`src/rtl/core/brf_pkg.sv`:
```
// Package: item types, command codes and fixed widths for the byte ring FIFO.
`timescale 1ns / 1ps
`default_nettype none
package brf_pkg;

	localparam int CAP_W  = 9;
	localparam int QDEPTH = 2;

	// mode codes on the input channel
	localparam logic [2:0] MODE_PUSH    = 3'd0;
	localparam logic [2:0] MODE_POP     = 3'd1;
	localparam logic [2:0] MODE_PEEK    = 3'd2;
	localparam logic [2:0] MODE_DISCARD = 3'd3;
	localparam logic [2:0] MODE_ROOM    = 3'd4;

	typedef enum logic [2:0] {
		OP_PUSH,
		OP_POP,
		OP_PEEK,
		OP_DISCARD,
		OP_ROOM,
		OP_NOP
	} op_t;

	typedef struct packed {
		logic [2:0] mode;
		logic [7:0] data_byte;
		logic [7:0] count;
	} in_item_t;

	typedef struct packed {
		logic [7:0] read_data;
		logic       room_ok;
		logic [7:0] fill_level;
	} out_item_t;

	// decoded command passed from front to back; amt is reduced below capacity
	// for peek and discard, raw count for a room query
	typedef struct packed {
		op_t        op;
		logic [7:0] data;
		logic [7:0] amt;
	} brf_cmd_t;

endpackage
`default_nettype wire

```
`src/rtl/core/brf_front.sv`:
```
// Front end: accepts items, decodes the mode and reduces offsets modulo capacity.
`timescale 1ns / 1ps
`default_nettype none
module brf_front (
	input  wire                      clk,
	input  wire                      arst_n,
	input  wire                      in_valid,
	output logic                     in_ready,
	input  brf_pkg::in_item_t        in_item,
	input  wire  [brf_pkg::CAP_W-1:0] cap,
	output logic                     cmd_valid,
	input  wire                      cmd_ready,
	output brf_pkg::brf_cmd_t        cmd
);
	import brf_pkg::*;

	typedef enum logic [2:0] {
		F_IDLE = 3'b001,
		F_DIV  = 3'b010,
		F_SEND = 3'b100
	} fstate_t;

	fstate_t        st_q;
	brf_cmd_t       cmd_q;
	logic [CAP_W-1:0] rem_q;
	logic [7:0]     sh_q;
	logic [2:0]     step_q;

	op_t            op_dec;
	logic [9:0]     trial;
	logic [9:0]     nrem;
	logic           need_div;

	always_comb begin
		unique case (in_item.mode)
			MODE_PUSH:    op_dec = OP_PUSH;
			MODE_POP:     op_dec = OP_POP;
			MODE_PEEK:    op_dec = OP_PEEK;
			MODE_DISCARD: op_dec = OP_DISCARD;
			MODE_ROOM:    op_dec = OP_ROOM;
			default:      op_dec = OP_NOP;
		endcase
	end

	assign need_div = ((op_dec == OP_PEEK) || (op_dec == OP_DISCARD)) &&
		({1'b0, in_item.count} >= cap);

	// one restoring step per cycle, MSB of the count first
	always_comb begin
		trial = {rem_q, sh_q[7]};
		if (trial >= {1'b0, cap}) begin
			nrem = trial - {1'b0, cap};
		end else begin
			nrem = trial;
		end
	end

	assign in_ready  = (st_q == F_IDLE);
	assign cmd_valid = (st_q == F_SEND);
	assign cmd       = cmd_q;

	always_ff @(posedge clk or negedge arst_n) begin
		if (!arst_n) begin
			st_q <= F_IDLE;
		end else begin
			unique case (st_q)
				F_IDLE: begin
					if (in_valid) begin
						st_q <= need_div ? F_DIV : F_SEND;
					end
				end
				F_DIV: begin
					if (step_q == 3'd7) begin
						st_q <= F_SEND;
					end
				end
				F_SEND: begin
					if (cmd_ready) begin
						st_q <= F_IDLE;
					end
				end
				default: st_q <= F_IDLE;
			endcase
		end
	end

	always_ff @(posedge clk) begin
		if (st_q == F_IDLE && in_valid) begin
			cmd_q.op   <= op_dec;
			cmd_q.data <= in_item.data_byte;
			cmd_q.amt  <= in_item.count;
			rem_q      <= '0;
			sh_q       <= in_item.count;
			step_q     <= '0;
		end else if (st_q == F_DIV) begin
			rem_q  <= nrem[CAP_W-1:0];
			sh_q   <= {sh_q[6:0], 1'b0};
			step_q <= step_q + 3'd1;
			if (step_q == 3'd7) begin
				// remainder is below both the count and the capacity
				cmd_q.amt <= nrem[7:0];
			end
		end
	end

endmodule
`default_nettype wire

```
`src/rtl/core/brf_queue.sv`:
```
// Two-entry command queue between front and back.
`timescale 1ns / 1ps
`default_nettype none
module brf_queue (
	input  wire                clk,
	input  wire                arst_n,
	input  wire                push_valid,
	output logic               push_ready,
	input  brf_pkg::brf_cmd_t  push_cmd,
	output logic               pop_valid,
	input  wire                pop_ready,
	output brf_pkg::brf_cmd_t  pop_cmd
);
	import brf_pkg::*;

	brf_cmd_t   ent_q [QDEPTH];
	logic       wp_q;
	logic       rp_q;
	logic [1:0] cnt_q;
	logic       do_push;
	logic       do_pop;

	assign push_ready = (cnt_q != 2'(QDEPTH));
	assign pop_valid  = (cnt_q != 2'd0);
	assign pop_cmd    = ent_q[rp_q];
	assign do_push    = push_valid && push_ready;
	assign do_pop     = pop_valid && pop_ready;

	always_ff @(posedge clk or negedge arst_n) begin
		if (!arst_n) begin
			wp_q  <= 1'b0;
			rp_q  <= 1'b0;
			cnt_q <= 2'd0;
		end else begin
			if (do_push) begin
				wp_q <= ~wp_q;
			end
			if (do_pop) begin
				rp_q <= ~rp_q;
			end
			case ({do_push, do_pop})
				2'b10:   cnt_q <= cnt_q + 2'd1;
				2'b01:   cnt_q <= cnt_q - 2'd1;
				default: cnt_q <= cnt_q;
			endcase
		end
	end

	always_ff @(posedge clk) begin
		if (do_push) begin
			ent_q[wp_q] <= push_cmd;
		end
	end

endmodule
`default_nettype wire

```
`src/rtl/core/brf_back.sv`:
```
// Back end: ring memory, indices, capacity register and the result register.
`timescale 1ns / 1ps
`default_nettype none
module brf_back #(
	parameter int DEPTH = 256
) (
	input  wire                       clk,
	input  wire                       arst_n,
	input  wire                       cfg_we,
	input  wire  [brf_pkg::CAP_W-1:0] cfg_wdata,
	output logic [brf_pkg::CAP_W-1:0] cap,
	input  wire                       cmd_valid,
	output logic                      cmd_ready,
	input  brf_pkg::brf_cmd_t         cmd,
	output logic                      out_valid,
	input  wire                       out_ready,
	output brf_pkg::out_item_t        out_item
);
	import brf_pkg::*;

	localparam int CAP_MAX = (DEPTH < 511) ? DEPTH : 511;
	localparam int CAP_RST = (CAP_MAX < 256) ? CAP_MAX : 256;
	localparam int AW      = $clog2(CAP_MAX);

	logic [7:0]       mem [CAP_MAX];
	logic [CAP_W-1:0] cap_q;
	logic [AW-1:0]    w_q;
	logic [AW-1:0]    r_q;
	logic [7:0]       rd_q;

	logic             s2_v_q;
	logic             rdflag_s2;
	logic             room_s2;
	logic [7:0]       amt_s2;

	logic             out_v_q;
	out_item_t        out_q;

	logic             take;
	logic [AW-1:0]    peek_addr;
	logic [AW-1:0]    rd_addr;
	logic [CAP_W-1:0] cap_sat;
	logic [9:0]       fill;
	logic [10:0]      room_sum;

	function automatic logic [AW-1:0] wrap_add(input logic [AW-1:0] a,
			input logic [7:0] b, input logic [CAP_W-1:0] c);
		logic [9:0] s;
		s = 10'(a) + 10'(b);
		if (s >= 10'(c)) begin
			s = s - 10'(c);
		end
		return s[AW-1:0];
	endfunction

	// one item in flight: s2 must be empty and the result register free next cycle
	assign take      = cmd_valid && !s2_v_q && (!out_v_q || out_ready);
	assign cmd_ready = !s2_v_q && (!out_v_q || out_ready);
	assign cap       = cap_q;
	assign out_valid = out_v_q;
	assign out_item  = out_q;

	assign peek_addr = wrap_add(r_q, cmd.amt, cap_q);
	assign rd_addr   = (cmd.op == OP_PEEK) ? peek_addr : r_q;

	always_comb begin
		if (cfg_wdata < 9'd2) begin
			cap_sat = 9'd2;
		end else if (10'(cfg_wdata) > 10'(CAP_MAX)) begin
			cap_sat = CAP_W'(CAP_MAX);
		end else begin
			cap_sat = cfg_wdata;
		end
	end

	// fill level from the indices as they stand after the item
	always_comb begin
		if (w_q >= r_q) begin
			fill = 10'(w_q) - 10'(r_q);
		end else begin
			fill = 10'(w_q) + 10'(cap_q) - 10'(r_q);
		end
		room_sum = 11'(fill) + 11'(amt_s2) + 11'd2;
	end

	always_ff @(posedge clk or negedge arst_n) begin
		if (!arst_n) begin
			cap_q   <= CAP_W'(CAP_RST);
			w_q     <= '0;
			r_q     <= '0;
			s2_v_q  <= 1'b0;
			out_v_q <= 1'b0;
		end else begin
			if (cfg_we) begin
				cap_q <= cap_sat;
				w_q   <= '0;
				r_q   <= '0;
			end else if (take) begin
				case (cmd.op)
					OP_PUSH:    w_q <= wrap_add(w_q, 8'd1, cap_q);
					OP_POP:     r_q <= wrap_add(r_q, 8'd1, cap_q);
					OP_DISCARD: r_q <= peek_addr;
					default:    ;
				endcase
			end
			s2_v_q <= take;
			if (s2_v_q) begin
				out_v_q <= 1'b1;
			end else if (out_ready) begin
				out_v_q <= 1'b0;
			end
		end
	end

	always_ff @(posedge clk) begin
		if (take) begin
			case (cmd.op) inside
				OP_POP, OP_PEEK: rdflag_s2 <= 1'b1;
				default:         rdflag_s2 <= 1'b0;
			endcase
			room_s2 <= (cmd.op == OP_ROOM);
			amt_s2  <= cmd.amt;
		end
		if (s2_v_q) begin
			out_q.read_data  <= rdflag_s2 ? rd_q : 8'd0;
			out_q.room_ok    <= room_s2 && (room_sum <= 11'(cap_q));
			out_q.fill_level <= fill[7:0];
		end
	end

	always_ff @(posedge clk) begin
		if (take && (cmd.op == OP_PUSH)) begin
			mem[w_q] <= cmd.data;
		end
		if (take) begin
			rd_q <= mem[rd_addr];
		end
	end

	a_widx_in_range: assert property (@(posedge clk) disable iff (!arst_n)
		10'(w_q) < 10'(cap_q))
		else $error("write index outside capacity");

	a_ridx_in_range: assert property (@(posedge clk) disable iff (!arst_n)
		10'(r_q) < 10'(cap_q))
		else $error("read index outside capacity");

	a_s2_drains: assert property (@(posedge clk) disable iff (!arst_n)
		s2_v_q |=> out_v_q)
		else $error("s2 item not moved into result register");

	a_single_flight: assert property (@(posedge clk) disable iff (!arst_n)
		s2_v_q |-> !take)
		else $error("command taken while another is in s2");

	a_fill_below_cap: assert property (@(posedge clk) disable iff (!arst_n)
		s2_v_q |-> (fill < 10'(cap_q)))
		else $error("fill level not below capacity");

endmodule
`default_nettype wire

```
`src/rtl/core/byte_ring_fifo_core.sv`:
```
// Byte ring FIFO: item front end, command queue and ring back end.
//
// Each input item is one operation (push, pop, peek, discard, room query);
// each yields exactly one result item carrying read data, the room flag and
// the fill level after the operation. Both channels are valid/ready.
// cfg_we/cfg_wdata set the ring size in use (clamped to 2..min(DEPTH,511))
// and empty the ring; write it only while no item is outstanding.
// An item passes the front end's command register and the queue, then the
// back end's memory read and s2 stage into the result register; a peek or
// discard with a count not below the capacity first runs through the front-end
// modulo unit (one remainder bit per cycle). Front (accept/send handshake)
// and back (registered memory read ahead of the result register) each take a
// new item only once the last has moved on; the 2-entry queue lets the front
// accept while the back stalls. Reset clears the indices, sets the capacity to
// min(256,DEPTH) and empties the queue; memory contents are undefined until
// written. When the receiver stalls, the result holds, the queue fills, and then in_ready drops.
`timescale 1ns / 1ps
`default_nettype none
module byte_ring_fifo_core #(
	parameter int DEPTH = 256
) (
	input  wire                       clk,
	input  wire                       arst_n,
	input  wire                       cfg_we,
	input  wire  [brf_pkg::CAP_W-1:0] cfg_wdata,
	input  wire                       in_valid,
	output logic                      in_ready,
	input  brf_pkg::in_item_t         in_item,
	output logic                      out_valid,
	input  wire                       out_ready,
	output brf_pkg::out_item_t        out_item
);
	import brf_pkg::*;

	logic [CAP_W-1:0] cap;
	logic             f_valid;
	logic             f_ready;
	brf_cmd_t         f_cmd;
	logic             b_valid;
	logic             b_ready;
	brf_cmd_t         b_cmd;

	brf_front u_front (
		.clk       (clk),
		.arst_n    (arst_n),
		.in_valid  (in_valid),
		.in_ready  (in_ready),
		.in_item   (in_item),
		.cap       (cap),
		.cmd_valid (f_valid),
		.cmd_ready (f_ready),
		.cmd       (f_cmd)
	);

	brf_queue u_queue (
		.clk        (clk),
		.arst_n     (arst_n),
		.push_valid (f_valid),
		.push_ready (f_ready),
		.push_cmd   (f_cmd),
		.pop_valid  (b_valid),
		.pop_ready  (b_ready),
		.pop_cmd    (b_cmd)
	);

	brf_back #(
		.DEPTH (DEPTH)
	) u_back (
		.clk       (clk),
		.arst_n    (arst_n),
		.cfg_we    (cfg_we),
		.cfg_wdata (cfg_wdata),
		.cap       (cap),
		.cmd_valid (b_valid),
		.cmd_ready (b_ready),
		.cmd       (b_cmd),
		.out_valid (out_valid),
		.out_ready (out_ready),
		.out_item  (out_item)
	);

endmodule
`default_nettype wire
```
`config.mk`:
```
export PLATFORM = sky130hd
export DESIGN_NAME = byte_ring_fifo_core
export DESIGN_NICKNAME = d
export VERILOG_FILES = /design/src/rtl/core/brf_pkg.sv /design/src/rtl/core/brf_front.sv /design/src/rtl/core/brf_queue.sv /design/src/rtl/core/brf_back.sv /design/src/rtl/core/byte_ring_fifo_core.sv
export SDC_FILE = /design/constraint.sdc
export NUM_CORES = 2
export LEC_CHECK = 0
export BUFFER_PORTS_ARGS = -buffer_cell sky130_fd_sc_hd__buf_2
export CAP_MARGIN = 20
export CORE_UTILIZATION = 55
export DETAILED_ROUTE_END_ITERATION = 12
export PLACE_DENSITY = 0.74
export SYNTH_ARGS = -nofsm -noshare
export SYNTH_HDL_FRONTEND = slang
export SYNTH_SLANG_ARGS = --single-unit
```
`constraint.sdc`:
```
create_clock -name clk -period 6.74 [get_ports clk]
set_clock_uncertainty 0.2 [all_clocks]
set_input_delay 1.348 -clock clk [delete_from_list [all_inputs] [get_ports clk]]
set_output_delay 1.348 -clock clk [all_outputs]
set_load 0.01 [all_outputs]
```
**Word level (Yosys, flattened, before mapping)**

Memories as Yosys holds them, arrays and structs flattened. A register that Yosys moved wholly into a read port is not among the register bits.
Index checks and enable logic that the tools add are counted.

- Register bits after elaboration: 100
- Bits in writable memories: 2086
- Logic and storage cells: 130
- Memories: 2

Memory list:

| memory | depth | bits a word | rd ports | clocked after Yosys merged registers in | wr ports | RTL line | RTL |
|---|---|---|---|---|---|---|---|
| u_back.mem | 256 | 8 | 1 | 1 | 1 | brf_back.sv:25 | `logic [7:0] mem [CAP_MAX];` |
| u_queue.ent_q | 2 | 19 | 1 | 0 | 1 | brf_queue.sv:16 | `brf_cmd_t ent_q [QDEPTH];` |

- Add/sub/neg operators: 15
- Order comparisons: 9
- Equality and inequality tests: 20
- Mux-type cells: 33
- Bitwise logic cells: 2
- Reduce and logical (&&, ||, !) cells: 28

Operator list:

| kind | count |
|---|---|
| two-way mux 8 bit | 14 |
| >= comparator 9 bit | 3 |
| two-way mux 9 bit | 3 |
| subtractor 8 bit | 3 |
| == test 3 x 2 -> 1 bit, second input constant | 7 |
| adder 8 x 1 -> 9 bit, second input constant | 2 |
| one-hot mux 8 bit (2 select lines) | 1 |
| one-hot mux 3 bit (5 select lines) | 1 |
| nonzero test 2 bit | 7 |
| == test 3 bit, second input constant | 4 |
| two-way mux 3 bit | 4 |
| adder 10 x 8 -> 11 bit | 1 |
| adder 11 x 2 -> 11 bit, second input constant | 1 |
| less-or-equal comparator 11 x 9 -> 1 bit | 1 |
| adder 8 x 9 -> 10 bit | 1 |
| >= comparator 10 x 9 -> 1 bit | 1 |
| two-way mux 10 bit | 1 |
| subtractor 10 x 8 -> 10 bit | 1 |
| adder 8 x 8 -> 9 bit | 1 |
| == test 3 x 1 -> 1 bit, second input constant | 3 |
| >= comparator 8 x 9 -> 1 bit | 1 |
| greater-than comparator 9 bit, second input constant | 1 |
| logical AND 1 bit | 9 |
| less-than comparator 9 x 2 -> 1 bit, second input constant | 1 |
| other kinds (21) | 35 |

**Logic depth before layout (Yosys ltp)**

- Depth in word-level cells: 8
- Gate-level depth with buffers: 29
- Gate-level depth less buffers: 28

**Cells and area by module**

Synthesis repeated with hierarchy kept, for this count alone.

- Cell total of the unflattened synthesis: 5806
- Area total of the unflattened synthesis: 90649.4 um2

Modules (own cells, without submodules):

| module | instances | cells an instance | area an instance (um2) |
|---|---|---|---|
| brf_back | 1 | 5499 | 86779.5 |
| brf_front | 1 | 231 | 2309.7 |
| brf_queue | 1 | 76 | 1560.2 |

**Least setup slack after synthesis**

No wires, ideal clock.

- Kind: register to register
- From: reg u_queue.rp_q
- To: reg u_back.rd_q[1] (read register of u_back.mem), data pin
- Arrival time: 5.873 ns
- Setup slack: 0.398 ns
- Stages on the path, launching flop included: 26
- Buffers on the path: 7
- Clock period less this slack: 6.342 ns
- Cell sequence: dfrtp_1 > buf_2 > buf_1 > buf_1 > mux2i_1 > inv_1 > ha_1 > a211oi_1 > o21a_1 > o21bai_1 > a21oi_1 > xnor2_1 > ha_1 > nand2_1 > a2111o_1 > a211oi_1 > a211o_1 > buf_6 > buf_4 > buf_4 > buf_2 > mux4_2 > a22oi_1 > o21ai_0 > o211ai_1 > o211ai_1

RTL lines:

| item | RTL line | RTL |
|---|---|---|
| start: declaration | brf_queue.sv:18 | `logic rp_q;` |
| start signal: assignment | brf_queue.sv:39 | `rp_q <= ~rp_q;` |
| end: declaration | brf_back.sv:29 | `logic [7:0] rd_q;` |

==> flow_summary_export.csv <==
group,metric,value,unit
status,status,"completed",
worst_setup_path,crit_required,7130,ps
hold_path,min_from,"u_front.cmd[9]",
sta,fin_crit,6650,ps
floorplanning,die_h,406,um
detailed_routing,dr.first_iter.drc_count,8795,
hold_path,hold_depth,0,
worst_setup_path,crit_chain,"buf_4, mux2_2, ha_1, o21ai_0, o21a_1, o21bai_1, a21oi_1, xnor2_1, ha_1, nand2_1, a2111o_1, a21o_4, a211oi_2, or2_2, buf_4, nand2_2, buf_4, o311ai_0, or4_1, o211ai_1",
yosys,synth_area_per_cell,16.5,um^2
power,ir_drop,0.333,mV
worst_setup_path,worstPathArrival,7040,ps
worst_setup_path,reg2reg_depth,20,
flow_run,cap_viol_max_count,0,
yosys,netlist.area_leader.share,71.8,%
placement,dpl_worst_slack,-222,ps
floorplanning,fp.dieW,406,um
yosys,synthesis.nets,5597,
floorplanning,rows,147,
worst_setup_path,r2r-start,"u_queue.rp_q",
final_layout,final_layout_size_suffix_gt1_share,18.9,%
yosys,yosys_warnings,0,
global_route,grt_max_degree,189,
yosys,yosysSeqAreaShare,73.0,%
sta,fmax,150,MHz
sta,max_slew.worst_pin.slew,1210,ps
global_route,grt_pass1_vias,52100,
yosys,async_reset_ff_share,1.55,%
yosys,synth_flop_cell,"edfxtp_1",
global_route,grt_first_pass_wirelength,361000,um
worst_setup_path,end_kind,"register",
worst_setup_path,cpMostUsedCell,"buf_4",
worst_setup_path,cp_max_fo,16,
yosys,synth_area,89800,um^2
detailed_routing,wl_per_cell,31.1,um
placement,place_congestion,0.972,
yosys,synth_cells,5446,
global_route,grt_overflow,0,
placement,hpwl,159000,um
worst_setup_path,worstSetupStartpoint,"u_queue.rp_q",
worst_setup_path,critPathKind,"reg -> reg",
global_route,antenna_found_initial,7,
final_layout,fin_nets,5932,
yosys,synth_top_area_cell,"edfxtp_1",
clock_network,clock_sinks,2194,
power,power_density,402,nW/um^2
clock_network,ctsHoldBuffers,0,
floorplanning,start_util,55.7,%
final_layout,final_cell_mix,"edfxtp_1 (2148), nand2_1 (611), nor2_1 (371)",
clock_network,cts_inserted_buffers,207,
clock_network,clkLatencyLatePin,860,ps
sta,setup_viol,0,
yosys,synth-edff-count,2148,
yosys,yosysUniqueCellTypes,84,
clock_network,clkTransAtPathRegs,70,ps
placement,port-buffer-count,51,
detailed_routing,postRouteAntennaNets,0,
detailed_routing,vias,53700,
sta,report.final.slew_viol_count,0,
worst_setup_path,critical_path.max_stage_delay,690,ps
yosys,ys_ff_latch,2194,
sta,period_share,98.6,%
clock_network,cts_tree,"yes",
worst_setup_path,crit_slowest_cell,"o311ai_0",
yosys,synthTopCellsByArea,"edfxtp_1 (72%), mux4_2 (7.7%), nand2_1 (2.6%), mux2i_1 (2.0%), nor2_1 (1.6%)",
detailed_routing,vias_per_cell,6.60,
clock_network,root_buffer,"clkbuf_16",
sta,final-hold-violation-count,0,
clock_network,h-tree-depth,4,
sta,relSlewSlack,19.5,%
clock_network,cts.path.max_buffers,3,
floorplanning,die_area,165000,um^2
global_route,grt_usage,30.7,%
floorplanning,coreArea,161000,um^2
detailed_routing,firstDrtPassIters,6,
final_layout,area_delta_synth_final,13.4,%
floorplanning,pin_count,52,
final_layout,final_common_cell,"edfxtp_1",
power,p_leak,34.1,nW
sta,fin_worst_hold_slack,242,ps
sta,timing.final.ws_setup,94.1,ps
worst_setup_path,cp-start-kind,"register",
detailed_routing,drc,0,
detailed_routing,drt-total-wl,253000,um
final_layout,fill_cells,11100,
hold_path,hold_class,"reg -> reg",
## logic make-up after synthesis
| family | share of synthesized area (%) |
|---|---|
| flip-flops | 73.0 |
| AND/OR/NAND/NOR | 6.57 |
| AO/OA/AOI/OAI | 5.87 |
| multiplexers | 9.99 |
| buffers and inverters | 2.28 |
| adder cells (fa/ha/maj) | 1.77 |
| XOR/XNOR | 0.526 |
## registers in the layout, indices dropped and copies added (netlist names), 2 cells and up
name	count
u_back.w_q	8
u_queue.cnt_q	2
u_front.st_q	3
u_back.mem	2048
u_back.out_item	17
u_back.r_q	8
u_front.cmd	19
u_front.sh_q	8
u_back.rd_q	8
u_back.amt_s2	8
u_front.rem_q	9
u_front.step_q	3
u_back.cap	9
u_queue.ent_q	38
## report_power, final
part           internal [W]  leakage (nW)  switching [W]
clock network       0.00664          3.33        0.00517
registers            0.0164          19.9       0.000211
logic               0.00438          10.9        0.00812
total                0.0274          34.1         0.0135
## final cells by class
cell class | instances | area [um^2] | share of cell area [%]
timing repair buffer | 416 | 3630 | 3.56
inverter | 102 | 383 | 0.376
clock buffer | 241 | 5350 | 5.25
clock inverter | 147 | 1510 | 1.48
multi-input combinational | 2860 | 22700 | 22.2
sequential | 2194 | 65600 | 64.4
tap | 2160 | 2700 | 2.65
antenna | 5 | 12.5 | 0.0123
## routing by layer
metal | vias up | GRT usage (%) | routed length [um]
li1 | 22000 | - | -
met1 | 27100 | 41.7 | 91700
met3 | 650 | 7.34 | 31900
met5 | - | 0 | 25
met2 | 3840 | 47.5 | 117000
met4 | 4 | 13.6 | 12800
## per-stage QoR
| stage | setup TNS, ps | power (W) | area, um^2 | utilization (%) | cells |
|---|---|---|---|---|---|
| finish | 0 | 0.0409 | 102000 | 63.1 | 8125 |
| CTS | 0 | 0.0404 | 101000 | 62.9 | 8105 |
| floorplan | 0 | 0.0241 | 89800 | - | 5446 |
| global route | -55.7 | 0.0420 | 102000 | 63.1 | 8120 |
| global placement | -60.0 | 0.0286 | 94600 | 58.6 | 7717 |
| detailed placement | -222 | 0.0288 | 94600 | 58.6 | 7717 |
## what timing repair did
action | in CTS | in global routing
cloned | 0 | 2
resized for setup | 2 | 52
setup endpoints to repair | 1 | 9
pin swaps | 0 | 9
buffers inserted | 0 | 13
## synthesized netlist by cell type, types with 31 or more instances
cell	count
a21o_1	33
a31oi_1	33
mux2i_1	180
nor2_1	377
o22ai_1	77
clkbuf_1	98
nor4_1	45
o21ai_0	87
ha_1	103
xnor2_1	39
mux4_2	307
buf_2	79
nor3_1	68
a22oi_1	60
a211oi_1	31
nand2_1	616
a21oi_1	274
dfrtp_1	32
nand3_1	128
edfxtp_1	2148
nand4_1	34
inv_1	102
buf_4	64
## final timing paths
kind                                            end  slack [ps]
worst min-delay path            u_queue.ent_q[0][9]         240
worst max register to register       u_back.rd_q[7]          90
worst max-delay path                 u_back.rd_q[7]          90
max in group asynchronous             u_back.w_q[0]        5330
worst min register to register  u_queue.ent_q[0][9]         240
min in group asynchronous          u_back.out_valid         390
## worst max-delay path, delay by kind of cell (launching register included)
kind                     cells  cell delay [ps]
flip-flops                   1              460
multiplexers                 1              360
buffers and inverters        3              820
AND/OR/NAND/NOR              4             1190
XOR/XNOR                     1              150
adder cells (fa/ha/maj)      2              670
AO/OA/AOI/OAI                9             2510
No activity file was read; power rests on OpenSTA's default activity.
